===== src/sv/eyo_pkg.sv =====
// Shared types, constants and rounding helper for the encoder/yaw odometry block.
// No dependencies; imported by every module of the block.
package eyo_pkg;

	typedef enum logic [3:0] {
		ST_IDLE,
		ST_CORDIC,
		ST_M0,
		ST_M1,
		ST_M2,
		ST_M3,
		ST_M4,
		ST_M5,
		ST_M6,
		ST_M7,
		ST_M8,
		ST_PUSH
	} eyo_state_t;

	typedef enum logic {
		REG_RADIUS_LEFT  = 1'b0,
		REG_RADIUS_RIGHT = 1'b1
	} eyo_reg_t;

	localparam int ATAN_DEPTH = 24;
	localparam int ZW = 32;   // CORDIC phase width
	localparam int XW = 34;   // CORDIC vector width (Q30 plus headroom)
	localparam int AW = 34;   // multiplier operand A width
	localparam int BW = 20;   // multiplier operand B width
	localparam int PW = AW + BW;

	localparam logic signed [XW-1:0] CORDIC_KINV_Q30 = 34'sd652032874;
	localparam logic signed [BW-1:0] GAIN_Q24 = 20'sd291169;
	localparam logic signed [ZW-1:0] QUARTER_TURN = 32'sh4000_0000;
	localparam logic signed [15:0] Q15_MAX = 16'sd32767;
	localparam logic signed [16:0] HALF_TURN = 17'sd32768;
	localparam logic signed [16:0] FULL_TURN = 17'sd65536 - 17'sd1;

	typedef logic signed [ZW-1:0] atan_tab_t [ATAN_DEPTH];
	localparam atan_tab_t ATAN_TAB = '{
		32'sd536870912, 32'sd316933406, 32'sd167458907, 32'sd85004756,
		32'sd42667331, 32'sd21354465, 32'sd10679838, 32'sd5340245,
		32'sd2670163, 32'sd1335087, 32'sd667544, 32'sd333772,
		32'sd166886, 32'sd83443, 32'sd41722, 32'sd20861,
		32'sd10430, 32'sd5215, 32'sd2608, 32'sd1304,
		32'sd652, 32'sd326, 32'sd163, 32'sd81
	};

	// Shift right by k, rounding half away from zero.
	function automatic logic signed [PW:0] rnd_shift(input logic signed [PW:0] v,
		input int unsigned k);
		logic [PW:0] mag;
		logic [PW:0] half;
		logic [PW:0] r;
		begin
			half = (PW+1)'(1) << (k - 1);
			mag  = v[PW] ? (PW+1)'(-v) : (PW+1)'(v);
			r    = (mag + half) >> k;
			rnd_shift = v[PW] ? -$signed(r) : $signed(r);
		end
	endfunction

endpackage


===== src/sv/eyo_cordic.sv =====
// Iterative rotation-mode CORDIC: one shift-add micro-rotation per cycle.
// Depends on eyo_pkg for widths, gain constant and the arctangent table.
module eyo_cordic #(
	parameter int CORDIC_STEPS = 16
) (
	input  logic                        clk,
	input  logic                        arst_n,
	input  logic                        start,
	input  logic signed [eyo_pkg::ZW-1:0] z0,
	output logic                        done,
	output logic signed [eyo_pkg::XW-1:0] x,
	output logic signed [eyo_pkg::XW-1:0] y
);
	import eyo_pkg::*;

	localparam int CW = $clog2(ATAN_DEPTH);

	logic            busy_q;
	logic            done_q;
	logic [CW-1:0]   cnt_q;
	logic signed [XW-1:0] x_q, y_q;
	logic signed [ZW-1:0] z_q;
	logic signed [XW-1:0] xs, ys;

	assign xs = x_q >>> cnt_q;
	assign ys = y_q >>> cnt_q;

	always_ff @(posedge clk or negedge arst_n) begin
		if (!arst_n) begin
			busy_q <= 1'b0;
			done_q <= 1'b0;
			cnt_q  <= '0;
		end else begin
			done_q <= 1'b0;
			if (start) begin
				busy_q <= 1'b1;
				cnt_q  <= '0;
			end else if (busy_q) begin
				if (cnt_q == CW'(CORDIC_STEPS - 1)) begin
					busy_q <= 1'b0;
					done_q <= 1'b1;
				end
				cnt_q <= cnt_q + 1'b1;
			end
		end
	end

	always_ff @(posedge clk) begin
		if (start) begin
			x_q <= CORDIC_KINV_Q30;
			y_q <= '0;
			z_q <= z0;
		end else if (busy_q) begin
			if (!z_q[ZW-1]) begin
				x_q <= x_q - ys;
				y_q <= y_q + xs;
				z_q <= z_q - ATAN_TAB[cnt_q];
			end else begin
				x_q <= x_q + ys;
				y_q <= y_q - xs;
				z_q <= z_q + ATAN_TAB[cnt_q];
			end
		end
	end

	assign done = done_q;
	assign x    = x_q;
	assign y    = y_q;

endmodule


===== src/sv/eyo_mul.sv =====
// Shared signed multiplier with a registered product.
// Depends on eyo_pkg for operand and product widths.
module eyo_mul (
	input  logic                        clk,
	input  logic signed [eyo_pkg::AW-1:0] a,
	input  logic signed [eyo_pkg::BW-1:0] b,
	output logic signed [eyo_pkg::PW-1:0] p
);
	import eyo_pkg::*;

	logic signed [PW-1:0] p_q;

	always_ff @(posedge clk) begin
		p_q <= PW'(a) * PW'(b);
	end

	assign p = p_q;

endmodule


===== src/sv/encoder_yaw_odometry_unit.sv =====
// Top level of the encoder/yaw dead-reckoning odometry block.
// Depends on eyo_pkg, eyo_cordic and eyo_mul.
//
// Usage:
//   Input beats on s_t* carry two absolute wheel angles and an IMU yaw.
//   Each input beat yields exactly one output beat on m_t* holding the
//   saturating Q24.8 X/Y position after that tick.
//   Radii are written over the APB port (0x0 left, 0x4 right) while idle.
// Timing:
//   Each beat runs through the iterative CORDIC (one micro-rotation a cycle)
//   and then through eight passes of the shared multiplier before m_tvalid rises.
//   s_tready is high only while the sequencer idles, so a new beat is taken only
//   once the previous result has left the sequencer for the output register.
// Reset:
//   arst_n clears offsets, history, position and sets both radii to 1.
// Stall:
//   A finished result sits in the output register; the next beat may be
//   accepted meanwhile, and its result waits in the sequencer until the
//   output register is free. No beat is ever dropped.
module encoder_yaw_odometry_unit #(
	parameter int CORDIC_STEPS = 16
) (
	input  logic        clk,
	input  logic        arst_n,
	input  logic        s_tvalid,
	output logic        s_tready,
	input  logic [47:0] s_tdata,   // left_angle[15:0], right_angle[31:16], yaw_angle[47:32]
	output logic        m_tvalid,
	input  logic        m_tready,
	output logic [63:0] m_tdata,   // pos_x[31:0], pos_y[63:32]
	input  logic        psel,
	input  logic        penable,
	input  logic        pwrite,
	input  logic [2:0]  paddr,
	input  logic [31:0] pwdata,
	output logic [31:0] prdata,
	output logic        pready
);
	import eyo_pkg::*;

	// configuration
	logic [15:0] radius_left_q, radius_right_q;
	logic        cfg_wr;

	// persistent odometry state
	logic               cap_q;
	logic [15:0]        off_l_q, off_r_q;
	logic signed [15:0] off_yaw_q;
	logic signed [16:0] prev_yaw_q;
	logic [15:0]        prev_l_q, prev_r_q;
	logic signed [31:0] acc_x_q, acc_y_q;

	// per-item working registers
	eyo_state_t         state_q, state_d;
	logic signed [17:0] u_q, v_q;
	logic [1:0]         quad_q;
	logic signed [15:0] c_q, s_q;
	logic signed [33:0] t_q, bx_q, by_q;
	logic signed [29:0] sx_q, sy_q;

	// output register
	logic        out_valid_q;
	logic [63:0] out_data_q;

	// front end
	logic [15:0]        in_l, in_r;
	logic signed [15:0] in_yaw;
	logic [15:0]        eff_off_l, eff_off_r;
	logic signed [15:0] eff_off_yaw;
	logic signed [16:0] rel_yaw;
	logic signed [16:0] yaw_sum;
	logic [15:0]        rel_l, rel_r;
	logic signed [16:0] dl_raw, dr_raw, dl, dr;
	logic [1:0]         quad0;
	logic signed [ZW-1:0] phase_r, z0;
	logic               accept;

	// CORDIC and multiplier
	logic                 cordic_done;
	logic signed [XW-1:0] cx, cy;
	logic signed [15:0]   c0, s0;
	logic signed [AW-1:0] mul_a;
	logic signed [BW-1:0] mul_b;
	logic signed [PW-1:0] prod;
	logic signed [PW:0]   prod_r24, prod_r15;
	logic signed [PW:0]   cx_r, cy_r;
	logic signed [32:0]   acc_sum;
	logic signed [31:0]   acc_sel;
	logic signed [31:0]   acc_new;

	assign in_l   = s_tdata[15:0];
	assign in_r   = s_tdata[31:16];
	assign in_yaw = s_tdata[47:32];
	assign accept = s_tvalid && s_tready;

	// APB: always ready, write lands on the access phase
	assign pready = 1'b1;
	assign cfg_wr = psel && penable && pwrite && pready;
	always_comb begin
		case (eyo_reg_t'(paddr[2]))
			REG_RADIUS_LEFT:  prdata = {16'h0, radius_left_q};
			REG_RADIUS_RIGHT: prdata = {16'h0, radius_right_q};
			default:          prdata = '0;
		endcase
	end

	always_ff @(posedge clk or negedge arst_n) begin
		if (!arst_n) begin
			radius_left_q  <= 16'd1;
			radius_right_q <= 16'd1;
		end else if (cfg_wr) begin
			if (eyo_reg_t'(paddr[2]) == REG_RADIUS_LEFT)
				radius_left_q <= pwdata[15:0];
			else
				radius_right_q <= pwdata[15:0];
		end
	end

	// Offsets are taken from the current beat until a nonzero yaw is seen.
	assign eff_off_l   = cap_q ? off_l_q   : in_l;
	assign eff_off_r   = cap_q ? off_r_q   : in_r;
	assign eff_off_yaw = cap_q ? off_yaw_q : in_yaw;

	assign rel_yaw = 17'(in_yaw) - 17'(eff_off_yaw);
	assign yaw_sum = prev_yaw_q + rel_yaw;
	assign rel_l   = in_l - eff_off_l;
	assign rel_r   = in_r - eff_off_r;
	assign dl_raw  = $signed({1'b0, rel_l}) - $signed({1'b0, prev_l_q});
	assign dr_raw  = $signed({1'b0, prev_r_q}) - $signed({1'b0, rel_r});

	// Wrap into one half turn each way; an exact half turn keeps its sign.
	always_comb begin
		dl = dl_raw;
		if (dl_raw > HALF_TURN)       dl = dl_raw - FULL_TURN - 17'sd1;
		else if (dl_raw < -HALF_TURN) dl = dl_raw + FULL_TURN + 17'sd1;
		dr = dr_raw;
		if (dr_raw > HALF_TURN)       dr = dr_raw - FULL_TURN - 17'sd1;
		else if (dr_raw < -HALF_TURN) dr = dr_raw + FULL_TURN + 17'sd1;
	end

	// Mean yaw in half units -> 32-bit phase; fold into +-45 degrees.
	assign phase_r = $signed({2'b00, yaw_sum[14:0], 15'h0});
	assign z0      = yaw_sum[14] ? phase_r - QUARTER_TURN : phase_r;
	assign quad0   = yaw_sum[14] ? yaw_sum[16:15] + 2'd1 : yaw_sum[16:15];

	always_ff @(posedge clk or negedge arst_n) begin
		if (!arst_n) begin
			cap_q      <= 1'b0;
			off_l_q    <= '0;
			off_r_q    <= '0;
			off_yaw_q  <= '0;
			prev_yaw_q <= '0;
			prev_l_q   <= '0;
			prev_r_q   <= '0;
		end else if (accept) begin
			if (!cap_q) begin
				off_l_q   <= in_l;
				off_r_q   <= in_r;
				off_yaw_q <= in_yaw;
				cap_q     <= (in_yaw != 16'sd0);
			end
			prev_yaw_q <= rel_yaw;
			prev_l_q   <= rel_l;
			prev_r_q   <= rel_r;
		end
	end

	eyo_cordic #(
		.CORDIC_STEPS(CORDIC_STEPS)
	) u_cordic (
		.clk   (clk),
		.arst_n(arst_n),
		.start (accept),
		.z0    (z0),
		.done  (cordic_done),
		.x     (cx),
		.y     (cy)
	);

	// Round to Q1.15 and clamp to the symmetric range.
	assign cx_r = rnd_shift((PW+1)'(cx), 15);
	assign cy_r = rnd_shift((PW+1)'(cy), 15);
	always_comb begin
		c0 = cx_r[15:0];
		if (cx_r > (PW+1)'(Q15_MAX))  c0 = Q15_MAX;
		if (cx_r < -(PW+1)'(Q15_MAX)) c0 = -Q15_MAX;
		s0 = cy_r[15:0];
		if (cy_r > (PW+1)'(Q15_MAX))  s0 = Q15_MAX;
		if (cy_r < -(PW+1)'(Q15_MAX)) s0 = -Q15_MAX;
	end

	// Operand select for the shared multiplier, one product per state.
	always_comb begin
		mul_a = '0;
		mul_b = '0;
		case (state_q)
			ST_M0: begin mul_a = AW'(c_q);  mul_b = BW'(u_q); end
			ST_M1: begin mul_a = AW'(s_q);  mul_b = BW'(v_q); end
			ST_M2: begin mul_a = AW'(c_q);  mul_b = BW'(v_q); end
			ST_M3: begin mul_a = AW'(s_q);  mul_b = BW'(u_q); end
			ST_M4: begin mul_a = bx_q;      mul_b = GAIN_Q24; end
			ST_M5: begin mul_a = by_q;      mul_b = GAIN_Q24; end
			ST_M6: begin mul_a = AW'(sx_q); mul_b = $signed({4'h0, radius_left_q}); end
			ST_M7: begin mul_a = AW'(sy_q); mul_b = $signed({4'h0, radius_right_q}); end
			default: begin mul_a = '0; mul_b = '0; end
		endcase
	end

	eyo_mul u_mul (
		.clk(clk),
		.a  (mul_a),
		.b  (mul_b),
		.p  (prod)
	);

	assign prod_r24 = rnd_shift((PW+1)'(prod), 24);
	assign prod_r15 = rnd_shift((PW+1)'(prod), 15);

	// Saturating accumulate; M7 finishes X, M8 finishes Y.
	assign acc_sel = (state_q == ST_M7) ? acc_x_q : acc_y_q;
	assign acc_sum = 33'(acc_sel) + 33'(prod_r15);
	always_comb begin
		acc_new = acc_sum[31:0];
		if (acc_sum > 33'sh0_7FFF_FFFF)  acc_new = 32'sh7FFF_FFFF;
		if (acc_sum < -33'sh0_8000_0000) acc_new = 32'sh8000_0000;
	end

	// Sequencer
	always_ff @(posedge clk or negedge arst_n) begin
		if (!arst_n) state_q <= ST_IDLE;
		else         state_q <= state_d;
	end

	always_comb begin
		state_d  = state_q;
		s_tready = 1'b0;
		case (state_q)
			ST_IDLE: begin
				s_tready = 1'b1;
				if (s_tvalid) state_d = ST_CORDIC;
			end
			ST_CORDIC: if (cordic_done) state_d = ST_M0;
			ST_M0: state_d = ST_M1;
			ST_M1: state_d = ST_M2;
			ST_M2: state_d = ST_M3;
			ST_M3: state_d = ST_M4;
			ST_M4: state_d = ST_M5;
			ST_M5: state_d = ST_M6;
			ST_M6: state_d = ST_M7;
			ST_M7: state_d = ST_M8;
			ST_M8: state_d = ST_PUSH;
			ST_PUSH: if (!out_valid_q || m_tready) state_d = ST_IDLE;
			default: state_d = ST_IDLE;
		endcase
	end

	// Datapath registers
	always_ff @(posedge clk) begin
		if (accept) begin
			u_q    <= 18'(dr) - 18'(dl);
			v_q    <= 18'(dr) + 18'(dl);
			quad_q <= quad0;
		end
		if (state_q == ST_CORDIC && cordic_done) begin
			case (quad_q)
				2'd0: begin c_q <= c0;  s_q <= s0;  end
				2'd1: begin c_q <= -s0; s_q <= c0;  end
				2'd2: begin c_q <= -c0; s_q <= -s0; end
				default: begin c_q <= s0; s_q <= -c0; end
			endcase
		end
		case (state_q)
			ST_M1: t_q  <= prod[33:0];
			ST_M2: bx_q <= t_q - prod[33:0];
			ST_M3: t_q  <= prod[33:0];
			ST_M4: by_q <= t_q + prod[33:0];
			ST_M5: sx_q <= prod_r24[29:0];
			ST_M6: sy_q <= prod_r24[29:0];
			default: ;
		endcase
	end

	always_ff @(posedge clk or negedge arst_n) begin
		if (!arst_n) begin
			acc_x_q <= '0;
			acc_y_q <= '0;
		end else if (state_q == ST_M7) begin
			acc_x_q <= acc_new;
		end else if (state_q == ST_M8) begin
			acc_y_q <= acc_new;
		end
	end

	// Output register: hold until taken, load from the sequencer when free.
	always_ff @(posedge clk or negedge arst_n) begin
		if (!arst_n) begin
			out_valid_q <= 1'b0;
		end else if (state_q == ST_PUSH && (!out_valid_q || m_tready)) begin
			out_valid_q <= 1'b1;
		end else if (m_tready) begin
			out_valid_q <= 1'b0;
		end
	end

	always_ff @(posedge clk) begin
		if (state_q == ST_PUSH && (!out_valid_q || m_tready))
			out_data_q <= {acc_y_q, acc_x_q};
	end

	assign m_tvalid = out_valid_q;
	assign m_tdata  = out_data_q;

`ifndef SYNTHESIS
	a_busy_after_accept: assert property (@(posedge clk) disable iff (!arst_n)
		accept |=> !s_tready)
		else $error("input taken while a beat is in flight");

	a_cordic_done_in_cordic: assert property (@(posedge clk) disable iff (!arst_n)
		cordic_done |-> (state_q == ST_CORDIC))
		else $error("CORDIC finished outside its sequencer state");

	a_push_loads_output: assert property (@(posedge clk) disable iff (!arst_n)
		(state_q == ST_PUSH && (!out_valid_q || m_tready)) |=> m_tvalid)
		else $error("finished result not presented");
`endif

endmodule


===== config.mk =====
export PLATFORM = sky130hd
export DESIGN_NAME = encoder_yaw_odometry_unit
export DESIGN_NICKNAME = d
export VERILOG_FILES = /design/src/sv/eyo_pkg.sv /design/src/sv/eyo_cordic.sv /design/src/sv/eyo_mul.sv /design/src/sv/encoder_yaw_odometry_unit.sv
export SDC_FILE = /design/constraint.sdc
export NUM_CORES = 2
export LEC_CHECK = 0
export ABC_AREA = 1
export BUFFER_PORTS_ARGS = -buffer_cell sky130_fd_sc_hd__buf_2
export CAP_MARGIN = 20
export CORE_UTILIZATION = 60
export DETAILED_ROUTE_END_ITERATION = 7
export PLACE_DENSITY = 0.77
export RECOVER_POWER = 100
export SYNTH_ARGS = -nofsm -noshare
export SYNTH_HDL_FRONTEND = slang
export SYNTH_SLANG_ARGS = --single-unit

===== constraint.sdc =====
create_clock -name clk -period 19.65 [get_ports clk]
set_clock_uncertainty 0.15 [all_clocks]
set_input_delay 3.93 -clock clk [delete_from_list [all_inputs] [get_ports clk]]
set_output_delay 3.93 -clock clk [all_outputs]
set_load 0.005 [all_outputs]

Word-level counts from Yosys, hierarchy flattened:

Memory sizes are Yosys's and may differ from the RTL's.
Cells that the tools add are included.

* input port bits: 90
* output and inout bits: 99
* register bits after elaboration: 656
* bits in read-only memories: 1024
* memories: 1

* multipliers: 1
* $add $sub $neg: 41
* bitwise operators: 3
* order comparisons: 11
* reduce and logical (&&, ||, !) cells: 21
* eq/ne operators: 17
* muxes and demuxes: 51
* shift-type cells: 2

Memory list
* (name not given): words 32, bits a word 32, rd ports 1, clocked after memory_dff 0, write ports 0, RTL line eyo_cordic.sv:57 `z_q <= z_q - ATAN_TAB[cnt_q];`

Operators by type and width (number)
* 32-bit two-way mux: 9
* 55-bit two-way mux: 4
* 34-bit case mux with 6 select lines: 1
* 16-bit two-way mux: 7
* 55-bit by 15-bit adder with 55-bit output, second input constant: 2
* 55-bit by 16-bit > comparator with 1-bit output, second input constant: 2
* 55-bit by 16-bit less-than comparator with 1-bit output, second input constant: 2
* 34-bit negator with 55-bit output: 2
* 40-bit negator with 55-bit output: 2
* 34-bit adder: 3
* 34-bit subtractor: 3
* 20-bit case mux with 5 select lines: 1
* 16-bit case mux with 3 select lines: 2
* 17-bit two-way mux: 4
* 34-bit two-way mux: 2
* 34-bit by 5-bit >>> shifter with 34-bit output: 2
* 32-bit case mux with 2 select lines: 1
* 54-bit by 24-bit adder with 54-bit output, second input constant: 1
* 34-bit by 20-bit multiplier with 54-bit output: 1
* 54-bit two-way mux: 1
* 54-bit negator: 1
* 16-bit by 16-bit subtractor with 17-bit output: 3
* 48-bit by 15-bit adder with 48-bit output, second input constant: 1
* 4-bit case mux with 12 select lines: 1
* other kinds (49): 89

Depth between registers and ports, before layout:

* depth after elaboration: 10
* mapped depth: 51
* depth with buffers taken out: 49

Modules after synthesis:

Synthesis repeated with hierarchy kept, for this count alone.

* cell total of the unflattened synthesis: 11600
* area total of the unflattened synthesis: 82334.0 um2

Modules (own cells, without submodules)
* encoder_yaw_odometry_unit: cells each 5221, instances 1, area each 39116.3 um2, sequential area each 13840.8 um2
* eyo_mul: cells each 3672, instances 1, area each 27282.4 um2, sequential area each 1081.0 um2
* eyo_cordic: cells each 2707, instances 1, area each 15935.3 um2, sequential area each 2497.4 um2

Worst setup path before layout:

No wires, ideal clock.

* path kind: reg-to-reg
* from: register state_q[0]
* to: register u_mul.p_q[53], in the netlist u_mul.p[53]
* data arrival time: 9209 ps
* library setup time: 127 ps
* cell stages (with the launch flop): 39
* clock period less this slack: 9486 ps
* setup slack: 10164 ps
* required time: 19373 ps
* path buffers: 2
* path through: dfrtp_1 -> nor2_1 -> inv_1 -> nor2_1 -> clkbuf_1 -> o21ai_0 -> nand2_1 -> nor3_1 -> inv_1 -> clkbuf_1 -> nand2_1 -> fa_1 -> fa_1 -> inv_1 -> fa_1 -> inv_1 -> fa_1 -> inv_1 -> [... 3 more ...] -> inv_1 -> fa_1 -> ha_1 -> a21oi_1 -> a21boi_0 -> o21ai_0 -> a21oi_1 -> o21ai_0 -> nand2_1 -> nand2_1 -> a21o_1 -> a21boi_0 -> o21ai_0 -> a21boi_0 -> o21bai_1 -> a21boi_0 -> o21ai_0 -> xor2_1

* word-level cells in the longest chain between the ends: 4

RTL lines
* start: declaration: RTL line encoder_yaw_odometry_unit.sv:54 `eyo_state_t state_q, state_d;`
* start signal: assignment: RTL line encoder_yaw_odometry_unit.sv:231 `else state_q <= state_d;`
* 4-bit by 3-bit == test with 1-bit output / 4-bit by 2-bit == test with 1-bit output (equally long branches): RTL line encoder_yaw_odometry_unit.sv:196 `case (state_q)`
* 2-bit OR reduction (no line)
* 34-bit case mux with 6 select lines / 20-bit case mux with 5 select lines (equally long branches): RTL line encoder_yaw_odometry_unit.sv:196
* 34-bit by 20-bit multiplier with 54-bit output (*): RTL line eyo_mul.sv:14 `p_q <= PW'(a) * PW'(b);`
* end signal: assignment: RTL line eyo_mul.sv:14
* end: declaration: RTL line eyo_mul.sv:11 `logic signed [PW-1:0] p_q;`

Every way passes the cells marked *; elsewhere a longest branch is shown, timed or not.
A chain may end at the register's enable or synchronous reset.

Final worst setup path:

* from: register state_q[3]
* to: register u_mul.p_q[53], in the netlist u_mul.p[53]

The elaborated chain is that of the path after synthesis.

==> summary.txt <==
Critical path
  • Critical path launch point: state_q[3]
  • CP top delay family: compound AO/OA/AOI/OAI gates
  • CP Data Arrival Time: 13810 ps
  • Critical Path Slowest Stage Cell: clkbuf_1
  • CP Max Fanout: 53
  • RR Endpoint: u_mul.p[53]
  • CP Data Required Time: 20050 ps
  • CP Class: reg2reg
  • Reg2Reg Depth: 40
  • Critical Path End Type: flop
  • CP Buf/Inv Count: 9
  • CP max stage delay: 2270 ps
  • RR Startpoint: state_q[3]
  • Crit-path most repeated cell: inv_1
  • R2R setup slack: 6240 ps
  • CP Launch Type: flop

Timing
  • Setup violators final: 0
  • Fin crit period: 13410 ps
  • Setup_tns: 0 ps
  • Slew @ Worst Pin: 5870 ps
  • Max-slew violation count: 1117
  • Relative max-transition margin: -291%
  • RSZ-0062 raised after global routing: no
  • Fmax: 74.6 MHz
  • Final hold violation count: 0
  • Period utilization: 68.3%

Detailed routing
  • Routed vias/inst: 5.68
  • Total Wirelength: 220000 um
  • Vias post-DR: 67500
  • DR WL/cell: 18.5 um
  • Initial DRC count: 6540
  • Drt drc: 0
  • Router iterations before antenna repair: 7
  • Post-route ant nets: 0

Placement
  • Routability-driven placement congestion ratio: 0.984
  • Port bufs: 153
  • DP HPWL: 173000 um

Synthesis
  • Post-Syn Area: 76500 um^2
  • Gate Count Post-Synth: 10200
  • Post-synth top flop: edfxtp_1
  • Fraction of registers with async set/reset: 31.5%
  • YS warnings: 0
  • Yosys cell types: 73
  • Synth top area cells: fa_1 (18%), edfxtp_1 (13%), nand2_1 (12%)
  • Yosys top cell by area: fa_1
  • Share of the synthesized area in the top cell type: 17.9%
  • Post-synth EDFFs: 327
  • Mean Syn Cell Area: 7.54 um^2
  • #FFs+latches synth: 655
  • Register area share after synthesis: 22.8%

Floorplanning
  • DIE HEIGHT: 359 um
  • Core Area: 126000 um^2
  • DIE AREA: 129000 um^2
  • Chip Width: 359 um
  • Row cnt: 130
  • Initial Util: 60.7%
  • Ports: 189

Finish
  • Nets@finish: 11400
  • Commonest cells after routing, fill and taps aside: nand2_1 (2421), inv_1 (1729), nor2_1 (867)
  • Share of layout cells above drive strength 1: 5.36%
  • Commonest non-fill, non-tap cell in the layout: nand2_1
  • Layout area overhead: 6.38%

CTS
  • H-tree lvl count: 3
  • Resized Gates After CTS: 0
  • Clock tree sinks: 655
  • Clock latency on the worst-skew pair: 720 ps
  • CTS root buf: clkbuf_16
  • CTS clk-pin slew, worst paths: 60 ps
  • Clk buf depth: 3
  • TritonCTS Buffers: 79
  • Post-CTS Setup Repair Bufs: 0
  • Hold_buf cts: 0
  • CTS tree: built

Worst hold path
  • Worst Hold Endpoint: t_q[8]
  • Hold path depth: 0
  • Hold Path Class: reg2reg
  • Hold Crit Start: u_mul.p[8]

Outcome
  • Failing checks: max-capacitance violations, max-slew violations
  • Status: finished with violations

GRT
  • Pin count of the biggest net entering global routing: 128
  • Antenna violations before repair: 11
  • Gr ovfl total: 0
  • Tot GR Track Use: 34.2%
  • First-pass GRT wire length: 352000 um
  • Vias in the first global route: 66000

Flow run
  • Max-Cap Viols: 21
-- Yosys cell counts (28+ instances only) --
library cell	instances
a21oi_1	491
a22o_1	58
a31oi_1	43
buf_1	39
buf_2	39
clkbuf_1	244
dfrtp_1	204
dfxtp_1	122
edfxtp_1	327
fa_1	686
ha_1	476
inv_1	1731
mux2i_1	79
nand2_1	2417
nand2_2	85
nand3_1	413
nand4_1	95
nor2_1	868
nor2_2	39
nor3_1	73
o211ai_1	62
o21a_1	29
o21ai_0	576
o21ai_1	28
o21bai_1	40
o31ai_1	29
xnor2_1	133
xor2_1	375
-- flip-flops by register name (all words and copies together), names as in the netlist, 17 cells and up --
register and cells:
u_q 18, u_cordic.z_q 32, prev_yaw_q 17, acc_y_q 32, u_mul.p 54, by_q 34
t_q 34, u_cordic.y 34, m_tdata 64, acc_x_q 32, v_q 17, bx_q 34
sx_q 30, sy_q 30, u_cordic.x 34
-- kinds of logic (layout without fill, tap and decap cells) --
group	count (synthesis)	after routing	synth area share, %
buf+inv	2125	2179	10.7
flops	655	655	22.8
simple gates	4124	4124	22.6
fa+ha+maj	1162	1162	25.7
compound gates	1485	1485	11.1
mux	79	79	1.03
other cells	2	24	0.00981
xor+xnor	519	519	6.08
-- layout make-up --
| type | instances | area (um^2) |
|---|---|---|
| antenna | 7 | 17.5 |
| clock buffer | 113 | 2360 |
| clock inverter | 32 | 402 |
| fill | 10900 | 44600 |
| inverter | 1771 | 6650 |
| multi-input combinational | 7386 | 51000 |
| sequential | 655 | 17400 |
| tap | 1650 | 2060 |
| timing repair buffer | 263 | 1440 |
-- through the flow --
step                      util (%)  worst slack [ps]  hold WS (ps)  cell area (um^2)  instances
after floorplan                  -             10160           284             76600      10200
after global placement        62.6              8320           297             78900      11700
after detailed placement      62.6              8140           306             78900      11700
after CTS                     64.8              8130           316             81600      11900
after global routing          64.6              5600           324             81400      11900
final                         64.6              6240           318             81400      11900
-- worst max-delay path by stage --
stage             endpoint  cells after the start
3_3_place_gp   u_mul.p[53]                     37
4_1_cts        u_mul.p[53]                     41
5_1_grt        u_mul.p[53]                     41
3_5_place_dp   u_mul.p[53]                     37
6_report       u_mul.p[53]                     40
2_1_floorplan  u_mul.p[53]                     38
-- worst register-to-register path, delay by kind of cell, from the launching register on --
family	cells	cell delay, ps
buffers and inverters	9	3400
and+or+nand+nor	7	1780
adders and majority gates	8	3140
xor gates and xnor gates	1	150
AOI/OAI and AO/OA	15	4210
DFF	1	400
-- routing by layer --
metal	GRT usage [%]	wire length [um]
met2	53.7	98300
met1	46.7	93700
met5	0	46
met3	6.90	19900
met4	12.4	8370
Power is left out: the tool's default activity adds up to more than one toggle a clock period on the data nets, which glitch-free logic cannot reach.
